<file path="src/mdcg_pkg.sv">
// ----------------------------------------------------------------------------
// Minimum distance code generator package
// Default parameters, port field widths and the popcount helper.
// ----------------------------------------------------------------------------
package mdcg_pkg;

  localparam int MAX_WORD_BITS_DEF = 8;
  localparam int MAX_CODES_DEF     = 64;
  localparam int WORD_BITS_LIMIT   = 12;

  localparam int CODE_COUNT_W   = 7;
  localparam int WORD_BITS_W    = 4;
  localparam int MIN_DIST_W     = 4;
  localparam int CODE_WORD_W    = 8;
  localparam int IN_TDATA_W     = 16;

  function automatic logic [3:0] popcount12(input logic [WORD_BITS_LIMIT-1:0] v);
    logic [3:0] n;
    n = '0;
    for (int i = 0; i < WORD_BITS_LIMIT; i++) begin
      n = n + 4'(v[i]);
    end
    return n;
  endfunction

endpackage

</file>
<file path="src/mdcg_ram.sv">
// ----------------------------------------------------------------------------
// Generic single-port-write RAM
// One write port and one read port with registered read data.
// ----------------------------------------------------------------------------
module mdcg_ram #(
  parameter int WIDTH = 1,
  parameter int DEPTH = 256
) (
  input  logic                     clk,
  input  logic                     wr_en,
  input  logic [$clog2(DEPTH)-1:0] wr_addr,
  input  logic [WIDTH-1:0]         wr_data,
  input  logic [$clog2(DEPTH)-1:0] rd_addr,
  output logic [WIDTH-1:0]         rd_data
);

  logic [WIDTH-1:0] mem [DEPTH];
  logic [WIDTH-1:0] rd_data_r;

  always_ff @(posedge clk) begin
    if (wr_en) begin
      mem[wr_addr] <= wr_data;
    end
    rd_data_r <= mem[rd_addr];
  end

  assign rd_data = rd_data_r;

endmodule

</file>
<file path="src/min_distance_code_generator.sv">
// ----------------------------------------------------------------------------
// Minimum distance code generator
// Greedy lexicographic code search over an exclusion bitmap held in RAM.
// ----------------------------------------------------------------------------
//  Channel | Direction | tdata (low bit up)                      | tlast | tuser
//  in_     | slave     | code_count, word_bits, min_distance, 0  | -     | -
//  out_    | master    | code_word                               | last  | exhausted
//
//  A request of S = 2^word_bits words first clears the bitmap word by word,
//  then tests each candidate word in a read state and a check state, takes
//  each found word through a found state and an emit state, and after each
//  found word but the last sweeps all S words to mark its neighbors. The
//  single bitmap RAM port pair sets how long a request takes.
//  Reset returns the sequencer to idle and drops any pending result.
//  A stalled output holds the sequencer at its next emitted word.
// ----------------------------------------------------------------------------
module min_distance_code_generator #(
  parameter int MAX_WORD_BITS = mdcg_pkg::MAX_WORD_BITS_DEF,
  parameter int MAX_CODES     = mdcg_pkg::MAX_CODES_DEF
) (
  input  logic                              clk,
  input  logic                              rst_n,
  input  logic                              in_tvalid,
  output logic                              in_tready,
  // code_count[6:0], word_bits[10:7], min_distance[14:11], zero pad[15]
  input  logic [mdcg_pkg::IN_TDATA_W-1:0]   in_tdata,
  output logic                              out_tvalid,
  input  logic                              out_tready,
  // code_word[7:0]
  output logic [mdcg_pkg::CODE_WORD_W-1:0]  out_tdata,
  output logic                              out_tlast,
  // exhausted[0]
  output logic                              out_tuser
);

  localparam int AW    = MAX_WORD_BITS;
  localparam int DEPTH = 1 << AW;
  localparam int CW    = $clog2(MAX_CODES + 1);

  typedef enum logic [2:0] {
    IDLE, CLEAR, SCAN_RD, SCAN_CHK, FOUND, MARK, EMIT
  } state_t;

  state_t                               state_r, state_nxt, ret_r, ret_nxt;
  logic [AW:0]                          space_r, space_nxt;
  logic [AW:0]                          idx_r, idx_nxt;
  logic [AW:0]                          cand_r, cand_nxt;
  logic [CW-1:0]                        count_r, count_nxt;
  logic [CW-1:0]                        found_r, found_nxt;
  logic [mdcg_pkg::MIN_DIST_W-1:0]      dist_r, dist_nxt;
  logic [AW-1:0]                        prev_r, prev_nxt;
  logic                                 have_prev_r, have_prev_nxt;
  logic [AW-1:0]                        em_word_r, em_word_nxt;
  logic                                 em_last_r, em_last_nxt;
  logic                                 em_exh_r, em_exh_nxt;
  logic                                 out_valid_r, out_valid_nxt;
  logic [AW-1:0]                        out_word_r, out_word_nxt;
  logic                                 out_last_r, out_last_nxt;
  logic                                 out_exh_r, out_exh_nxt;

  logic                                 ram_we;
  logic                                 ram_rd;
  logic                                 near;
  logic [mdcg_pkg::CODE_COUNT_W-1:0]    in_count;
  logic [mdcg_pkg::WORD_BITS_W-1:0]     in_bits;
  logic [mdcg_pkg::MIN_DIST_W-1:0]      in_dist;

  assign in_count = in_tdata[6:0];
  assign in_bits  = in_tdata[10:7];
  assign in_dist  = in_tdata[14:11];

  assign near = mdcg_pkg::popcount12(
                  mdcg_pkg::WORD_BITS_LIMIT'(idx_r[AW-1:0] ^ cand_r[AW-1:0])) < dist_r;

  assign ram_we = (state_r == CLEAR) || ((state_r == MARK) && near);

  mdcg_ram #(
    .WIDTH (1),
    .DEPTH (DEPTH)
  ) u_map (
    .clk     (clk),
    .wr_en   (ram_we),
    .wr_addr (idx_r[AW-1:0]),
    .wr_data (state_r == MARK),
    .rd_addr (cand_r[AW-1:0]),
    .rd_data (ram_rd)
  );

  always_comb begin
    state_nxt     = state_r;
    ret_nxt       = ret_r;
    space_nxt     = space_r;
    idx_nxt       = idx_r;
    cand_nxt      = cand_r;
    count_nxt     = count_r;
    found_nxt     = found_r;
    dist_nxt      = dist_r;
    prev_nxt      = prev_r;
    have_prev_nxt = have_prev_r;
    em_word_nxt   = em_word_r;
    em_last_nxt   = em_last_r;
    em_exh_nxt    = em_exh_r;
    out_valid_nxt = out_valid_r;
    out_word_nxt  = out_word_r;
    out_last_nxt  = out_last_r;
    out_exh_nxt   = out_exh_r;

    if (out_valid_r && out_tready) begin
      out_valid_nxt = 1'b0;
    end

    unique case (state_r)
      IDLE: begin
        if (in_tvalid) begin
          if (int'(in_count) > MAX_CODES) begin
            count_nxt = CW'(MAX_CODES);
          end else begin
            count_nxt = CW'(in_count);
          end
          if (int'(in_bits) > MAX_WORD_BITS) begin
            space_nxt = (AW + 1)'(1) << AW;
          end else begin
            space_nxt = (AW + 1)'(1) << in_bits;
          end
          dist_nxt      = (in_dist == '0) ? mdcg_pkg::MIN_DIST_W'(1) : in_dist;
          idx_nxt       = '0;
          cand_nxt      = '0;
          found_nxt     = '0;
          have_prev_nxt = 1'b0;
          if (in_count != '0) begin
            state_nxt = CLEAR;
          end
        end
      end
      CLEAR: begin
        idx_nxt = idx_r + (AW + 1)'(1);
        if (idx_r == space_r - (AW + 1)'(1)) begin
          cand_nxt  = '0;
          state_nxt = SCAN_RD;
        end
      end
      SCAN_RD: begin
        if (cand_r == space_r) begin
          em_word_nxt   = prev_r;
          em_last_nxt   = 1'b1;
          em_exh_nxt    = 1'b1;
          have_prev_nxt = 1'b0;
          ret_nxt       = IDLE;
          state_nxt     = EMIT;
        end else begin
          state_nxt = SCAN_CHK;
        end
      end
      SCAN_CHK: begin
        if (ram_rd) begin
          cand_nxt  = cand_r + (AW + 1)'(1);
          state_nxt = SCAN_RD;
        end else begin
          found_nxt = found_r + CW'(1);
          if (have_prev_r) begin
            em_word_nxt = prev_r;
            em_last_nxt = 1'b0;
            em_exh_nxt  = 1'b0;
            ret_nxt     = FOUND;
            state_nxt   = EMIT;
          end else begin
            state_nxt = FOUND;
          end
        end
      end
      FOUND: begin
        if (found_r == count_r) begin
          em_word_nxt   = cand_r[AW-1:0];
          em_last_nxt   = 1'b1;
          em_exh_nxt    = 1'b0;
          have_prev_nxt = 1'b0;
          ret_nxt       = IDLE;
          state_nxt     = EMIT;
        end else begin
          prev_nxt      = cand_r[AW-1:0];
          have_prev_nxt = 1'b1;
          idx_nxt       = '0;
          state_nxt     = MARK;
        end
      end
      MARK: begin
        idx_nxt = idx_r + (AW + 1)'(1);
        if (idx_r == space_r - (AW + 1)'(1)) begin
          state_nxt = SCAN_RD;
        end
      end
      EMIT: begin
        if (!out_valid_r || out_tready) begin
          out_valid_nxt = 1'b1;
          out_word_nxt  = em_word_r;
          out_last_nxt  = em_last_r;
          out_exh_nxt   = em_exh_r;
          state_nxt     = ret_r;
        end
      end
      default: begin
        state_nxt = IDLE;
      end
    endcase
  end

  always_ff @(posedge clk) begin
    if (!rst_n) begin
      state_r     <= IDLE;
      ret_r       <= IDLE;
      have_prev_r <= 1'b0;
      out_valid_r <= 1'b0;
    end else begin
      state_r     <= state_nxt;
      ret_r       <= ret_nxt;
      have_prev_r <= have_prev_nxt;
      out_valid_r <= out_valid_nxt;
    end
    space_r    <= space_nxt;
    idx_r      <= idx_nxt;
    cand_r     <= cand_nxt;
    count_r    <= count_nxt;
    found_r    <= found_nxt;
    dist_r     <= dist_nxt;
    prev_r     <= prev_nxt;
    em_word_r  <= em_word_nxt;
    em_last_r  <= em_last_nxt;
    em_exh_r   <= em_exh_nxt;
    out_word_r <= out_word_nxt;
    out_last_r <= out_last_nxt;
    out_exh_r  <= out_exh_nxt;
  end

  assign in_tready  = (state_r == IDLE);
  assign out_tvalid = out_valid_r;
  assign out_tdata  = mdcg_pkg::CODE_WORD_W'(out_word_r);
  assign out_tlast  = out_last_r;
  assign out_tuser  = out_exh_r;

  a_exh_is_final: assert property (@(posedge clk) disable iff (!rst_n)
    out_tvalid && out_tuser |-> out_tlast)
    else $error("exhausted flag on a result that is not final");

  a_found_bound: assert property (@(posedge clk) disable iff (!rst_n)
    (state_r == FOUND) |-> (found_r <= count_r) && (found_r != '0))
    else $error("found word count out of range");

  a_exhaust_has_word: assert property (@(posedge clk) disable iff (!rst_n)
    (state_r == SCAN_RD) && (cand_r == space_r) |-> have_prev_r)
    else $error("space ran out with no word held");

  a_sweep_bound: assert property (@(posedge clk) disable iff (!rst_n)
    (state_r == MARK) || (state_r == CLEAR) |-> (idx_r < space_r))
    else $error("bitmap sweep beyond word space");

  a_scan_after_mark: assert property (@(posedge clk) disable iff (!rst_n)
    (state_r == SCAN_CHK) |-> $past(state_r) == SCAN_RD)
    else $error("bitmap checked without a read");

endmodule

</file>
<file path="config.mk">
export PLATFORM = sky130hd
export DESIGN_NAME = min_distance_code_generator
export DESIGN_NICKNAME = d
export VERILOG_FILES = /design/src/mdcg_pkg.sv /design/src/mdcg_ram.sv /design/src/min_distance_code_generator.sv
export SDC_FILE = /design/constraint.sdc
export NUM_CORES = 1
export LEC_CHECK = 0
export ABC_AREA = 0
export BUFFER_PORTS_ARGS = -buffer_cell sky130_fd_sc_hd__buf_2
export CAP_MARGIN = 20
export CORE_AREA = 2 2 204 206
export DETAILED_ROUTE_END_ITERATION = 7
export DIE_AREA = 0 0 206 208
export REMOVE_ABC_BUFFERS = 1
export SYNTH_ARGS = -nofsm -noshare
export SYNTH_HDL_FRONTEND = slang
export SYNTH_HIERARCHICAL = 1
export SYNTH_SLANG_ARGS = --single-unit
</file>
<file path="constraint.sdc">
create_clock -name clk -period 10.25 [get_ports clk]
set_input_delay 0.5125 -clock clk [delete_from_list [all_inputs] [get_ports clk]]
set_output_delay 0.5125 -clock clk [all_outputs]
set_load 0.005 [all_outputs]
</file>
==> results <==
- The clock tree from TritonCTS is done.
- The largest clock skew in the final design is 0.01635 ns.
- The final cell count without fillers is 1,690.
- The internal power component is 2.410 mW.
- The fmax is 0.1639 GHz.
- The synthesized design spends more area on one cell type than any other, namely sky130_fd_sc_hd__edfxtp_1.
- The area share of xor/xnor cells in the synthesized design is 3.208%.
- The via total after detailed routing is 9,050.
- The final-layout setup total negative slack is 0 ns.
- The clock latency on the worst-skew pair is 0.53 ns.
- The path class of the tightest hold or removal check is input pin to flop.
- The height of the die is 208 µm.
- In this run the critical register-to-register path is launched from cand_r[3].
- The diode insertion count for antenna repair is 0.
- The clock-pin slew on the worst setup and hold paths is 0.06 ns.
- The final-report setup violation count is 0.
- In this run the clock root is driven by a sky130_fd_sc_hd__clkbuf_16.
- After synthesis the netlist holds a flip-flop and latch count of 336.
- The dominant combinational cell family by area after synthesis is simple AND/OR/NAND/NOR gates.
- Hold repair after CTS inserted 0 buffers.
- Of all nets on the critical path, the largest fanout is 34.
- The switching fraction of total power is 26.01%.
- The number of different library cells in the post-synthesis netlist is 59.
- The number of warning messages in the yosys log is 6.
- Hold is met by 0.1783 ns.
- Sequential cells burn 48.7% of the power.
- The post-synthesis async set-or-reset flop share is 0%.
- Sequential elements use 65.71% of the synthesized area.
- Setup repair after global routing left no endpoint under its margin.
- The number of sinks handled by clock tree synthesis is 336.
- The source of the critical timing path is cand_r[3].
- The data arrival time of the critical path is 6.32 ns.
- The total core area is 40,550 µm².
- STA classifies the critical path endpoint as a flop.
- The arithmetic-cell share of the synthesized area counting full adders, half adders and majority gates is 1.346%.
- After detailed routing, the number of remaining DRC violations is 0.
- The final layout contains 1,169 nets.
- The number of enable flip-flop cells after synthesis is 329.
- In this run the tightest slew margin relative to its limit is 29.66%.
- Synthesis produced 1,132 cells.
- The count of pins over their slew limit was 0.
- The area growth from synthesis to layout is 10.78%.
- In the synthesized netlist the dominant register cell turns out to be sky130_fd_sc_hd__edfxtp_1.
- By count the netlist is led by sky130_fd_sc_hd__edfxtp_1 (329), sky130_fd_sc_hd__nor2_1 (302), sky130_fd_sc_hd__clkbuf_1 (56).
- The run finished with clean final reports.
- The endpoint identified for the worst register-to-register timing path is u_map/mem[163].
- Sorting the synthesized cells by area gives the leading types as sky130_fd_sc_hd__edfxtp_1 (65%), sky130_fd_sc_hd__nor2_1 (7.4%), sky130_fd_sc_hd__mux4_2 (6.2%).
- The proportion of power drawn by combinational gates is 13.9%.
- The compound-cell area share of the yosys netlist is 3.840%.
- The number of vias per cell is 5.355.
- The number of antenna violations at the first check in global routing is 0.
- At the pin with the least slew margin, the transition time is 1.052 ns.
- The fraction of synthesized cell area taken by the top area cell type is 64.79%.
- The number of setup buffers added after CTS is 0.
- The multiplexer share of the synthesized area is 10.35%.
- Global routing used 15.88% of the available tracks across all layers.
- The classification of the worst setup path is flop to flop.
- Of the total synthesized cell area, the portion taken by AND, OR, NAND and NOR gates is 12.78%.
- The detail route stage leaves a number of antenna-violating nets equal to 0.
- The number of buffers added on ports is 30.
- The pin count of the biggest net entering global routing is 145.
- The share of layout cells above drive strength 1 is 13.13%.
- The cell depth of the worst flop-to-flop path is 17.
- The worst-case vdd ir drop is 0.09069 mV.
- The worst reg-to-reg setup slack is 4.15 ns.
- The number of buffers between clock root and the deepest sink is 3.
- The critical path launch point type is a flop.
- The number of failing hold endpoints at the final stage was 0.
- The die covers 42,850 µm².
- Across the run, the number of max-cap violations was 0.
- The portion of total power attributed to the clock network is 37.4%.
- After legalization and detailed placement, the total HPWL measured 19,540 µm.
- The reported leakage power is 4.812 nW.
- The first-pass GRT wire length is 51,870 µm.
- The post-placement cell count is 1,627.
- The average instance in the mapped netlist occupies 13.47 µm².
- In the final routed layout, each cell accounts on average for 20.09 µm.
- The share of the core filled with cells in the final layout is 41.65%.
- The final worst-path cycle share is 59.52%.
- The pre-antenna-repair detailed-routing pass consisted of 4 iterations.
- The netlist area before placement is 15,250 µm².
- At the worst endpoint, the required time is 10.47 ns.
- The most common cell in the synthesized netlist is sky130_fd_sc_hd__edfxtp_1.
- The chip width is 206 µm.
- The initial cell density of the core is 37.60%.
- In this run the power density over the cells is 192.8 nW/µm².
- After clock tree synthesis, the repair step resized 0 gates.
- During I/O placement, the number of pins put on the boundary was 32.
- After layout, the minimum clock period comes to 6.101 ns.
- The congestion estimate from routability-driven global placement came to 0.7624.
- The most critical setup path has its endpoint at u_map/mem[163].
- The deepest level of the CTS H-tree is 2.
- The first routing iteration left 731 violations.
- The initialized floorplan defines 74 standard-cell rows.
- In this run the power spent charging and discharging nets is 0.8469 mW.
- The aggregate routed wire length is 33,960 µm.
- The number of buffers created by CTS is 36.
- Global routing finished with a remaining overflow of 0.
- The number of global-route vias before repair was 8,874.
-- critical path, cell delays in order, from the launching register on --
cell	delay, ns
sky130_fd_sc_hd__edfxtp_1	0.32
sky130_fd_sc_hd__buf_4	0.45
sky130_fd_sc_hd__xnor2_1	0.17
sky130_fd_sc_hd__fa_1	0.55
sky130_fd_sc_hd__inv_1	0.05
sky130_fd_sc_hd__fa_1	0.49
sky130_fd_sc_hd__fa_1	0.41
sky130_fd_sc_hd__ha_1	0.23
sky130_fd_sc_hd__fa_1	0.43
sky130_fd_sc_hd__xor2_1	0.18
sky130_fd_sc_hd__ha_1	0.27
sky130_fd_sc_hd__nor2b_1	0.12
sky130_fd_sc_hd__o21ai_0	0.15
sky130_fd_sc_hd__nand2b_1	0.10
sky130_fd_sc_hd__a21oi_1	0.27
sky130_fd_sc_hd__nor3b_1	0.46
sky130_fd_sc_hd__nand3_1	0.79
sky130_fd_sc_hd__nor2_1	0.35
-- sequential cells by signal, summed over array words and instances (netlist names), 3 cells and up --
signal     count
space_r        9
u_map/mem    256
dist_r         4
cand_r         9
count_r        7
prev_r         8
state_r        3
em_word_r      8
out_tdata      8
found_r        7
idx_r          9
-- per-stage QoR --
stage | total power [mW] | instance area [µm²] | setup slack (ns)
6_report | 3.256 | 16890 | 4.149
2_1_floorplan | 1.931 | 14870 | 2.043
3_5_place_dp | 2.074 | 15770 | 4.110
5_1_grt | 3.402 | 16890 | 3.762
4_1_cts | 3.294 | 16850 | 4.112
3_3_place_gp | 2.072 | 15770 | 4.234
-- power by group through the flow --
stage	logic, mW	registers [mW]	clock network [mW]
2_1_floorplan	0.305	1.63	0
3_3_place_gp	0.459	1.61	0
3_5_place_dp	0.460	1.61	0
4_1_cts	0.461	1.59	1.25
5_1_grt	0.516	1.59	1.29
6_report	0.454	1.59	1.22
-- placed cells by master, fill, tap and decap left out, drive strengths merged, types with 9 or more instances in the layout --
master / n
a21oi: 16
buf: 43
clkbuf: 46
clkinv: 11
edfxtp: 329
ha: 10
inv: 12
mux2: 9
mux2i: 53
mux4: 42
nand2: 34
nand3: 30
nor2: 302
nor2b: 20
nor3: 12
nor4: 10
o21ai: 12
o22ai: 23
xnor2: 25
xor2: 30
-- cell families (layout without fill, tap and decap cells) --
family	count (synthesis)	count (layout)
XOR/XNOR	55	55
adder cells (fa/ha/maj)	14	14
flip-flops	336	336
buffers and inverters	89	115
AO/OA/AOI/OAI	87	87
multiplexers	104	104
AND/OR/NAND/NOR	447	447
-- how the worst min path moves through the flow --
stage	start	end	slack, ns	cells past startpoint
2_1_floorplan	em_word_r[0]	out_tdata[0]	0.40	0
3_3_place_gp	em_exh_r	out_tuser	0.40	0
3_5_place_dp	em_word_r[4]	out_tdata[4]	0.41	0
4_1_cts	in_tdata[14]	dist_r[3]	0.16	1
5_1_grt	in_tdata[14]	dist_r[3]	0.16	1
6_report	in_tdata[14]	dist_r[3]	0.18	1
-- layout make-up --
type / instances / area [µm²]
multi-input cells: 707 / 4815
repair buffers: 43 / 275.3
clock inverters: 15 / 137.6
flip-flops and latches: 336 / 10020
inverters: 11 / 41.29
fillers: 3757 / 23660
clock buffers: 46 / 938.4
well taps: 532 / 665.6
-- layer usage --
metal	GRT usage [%]	wire, µm	up-vias
li1	-	-	4148
met1	21.78	14900	4605
met2	25.64	16290	239
met3	2.569	1926	58
met4	5.345	843	0
met5	0	0	-
(Power assumes the default switching activity.)
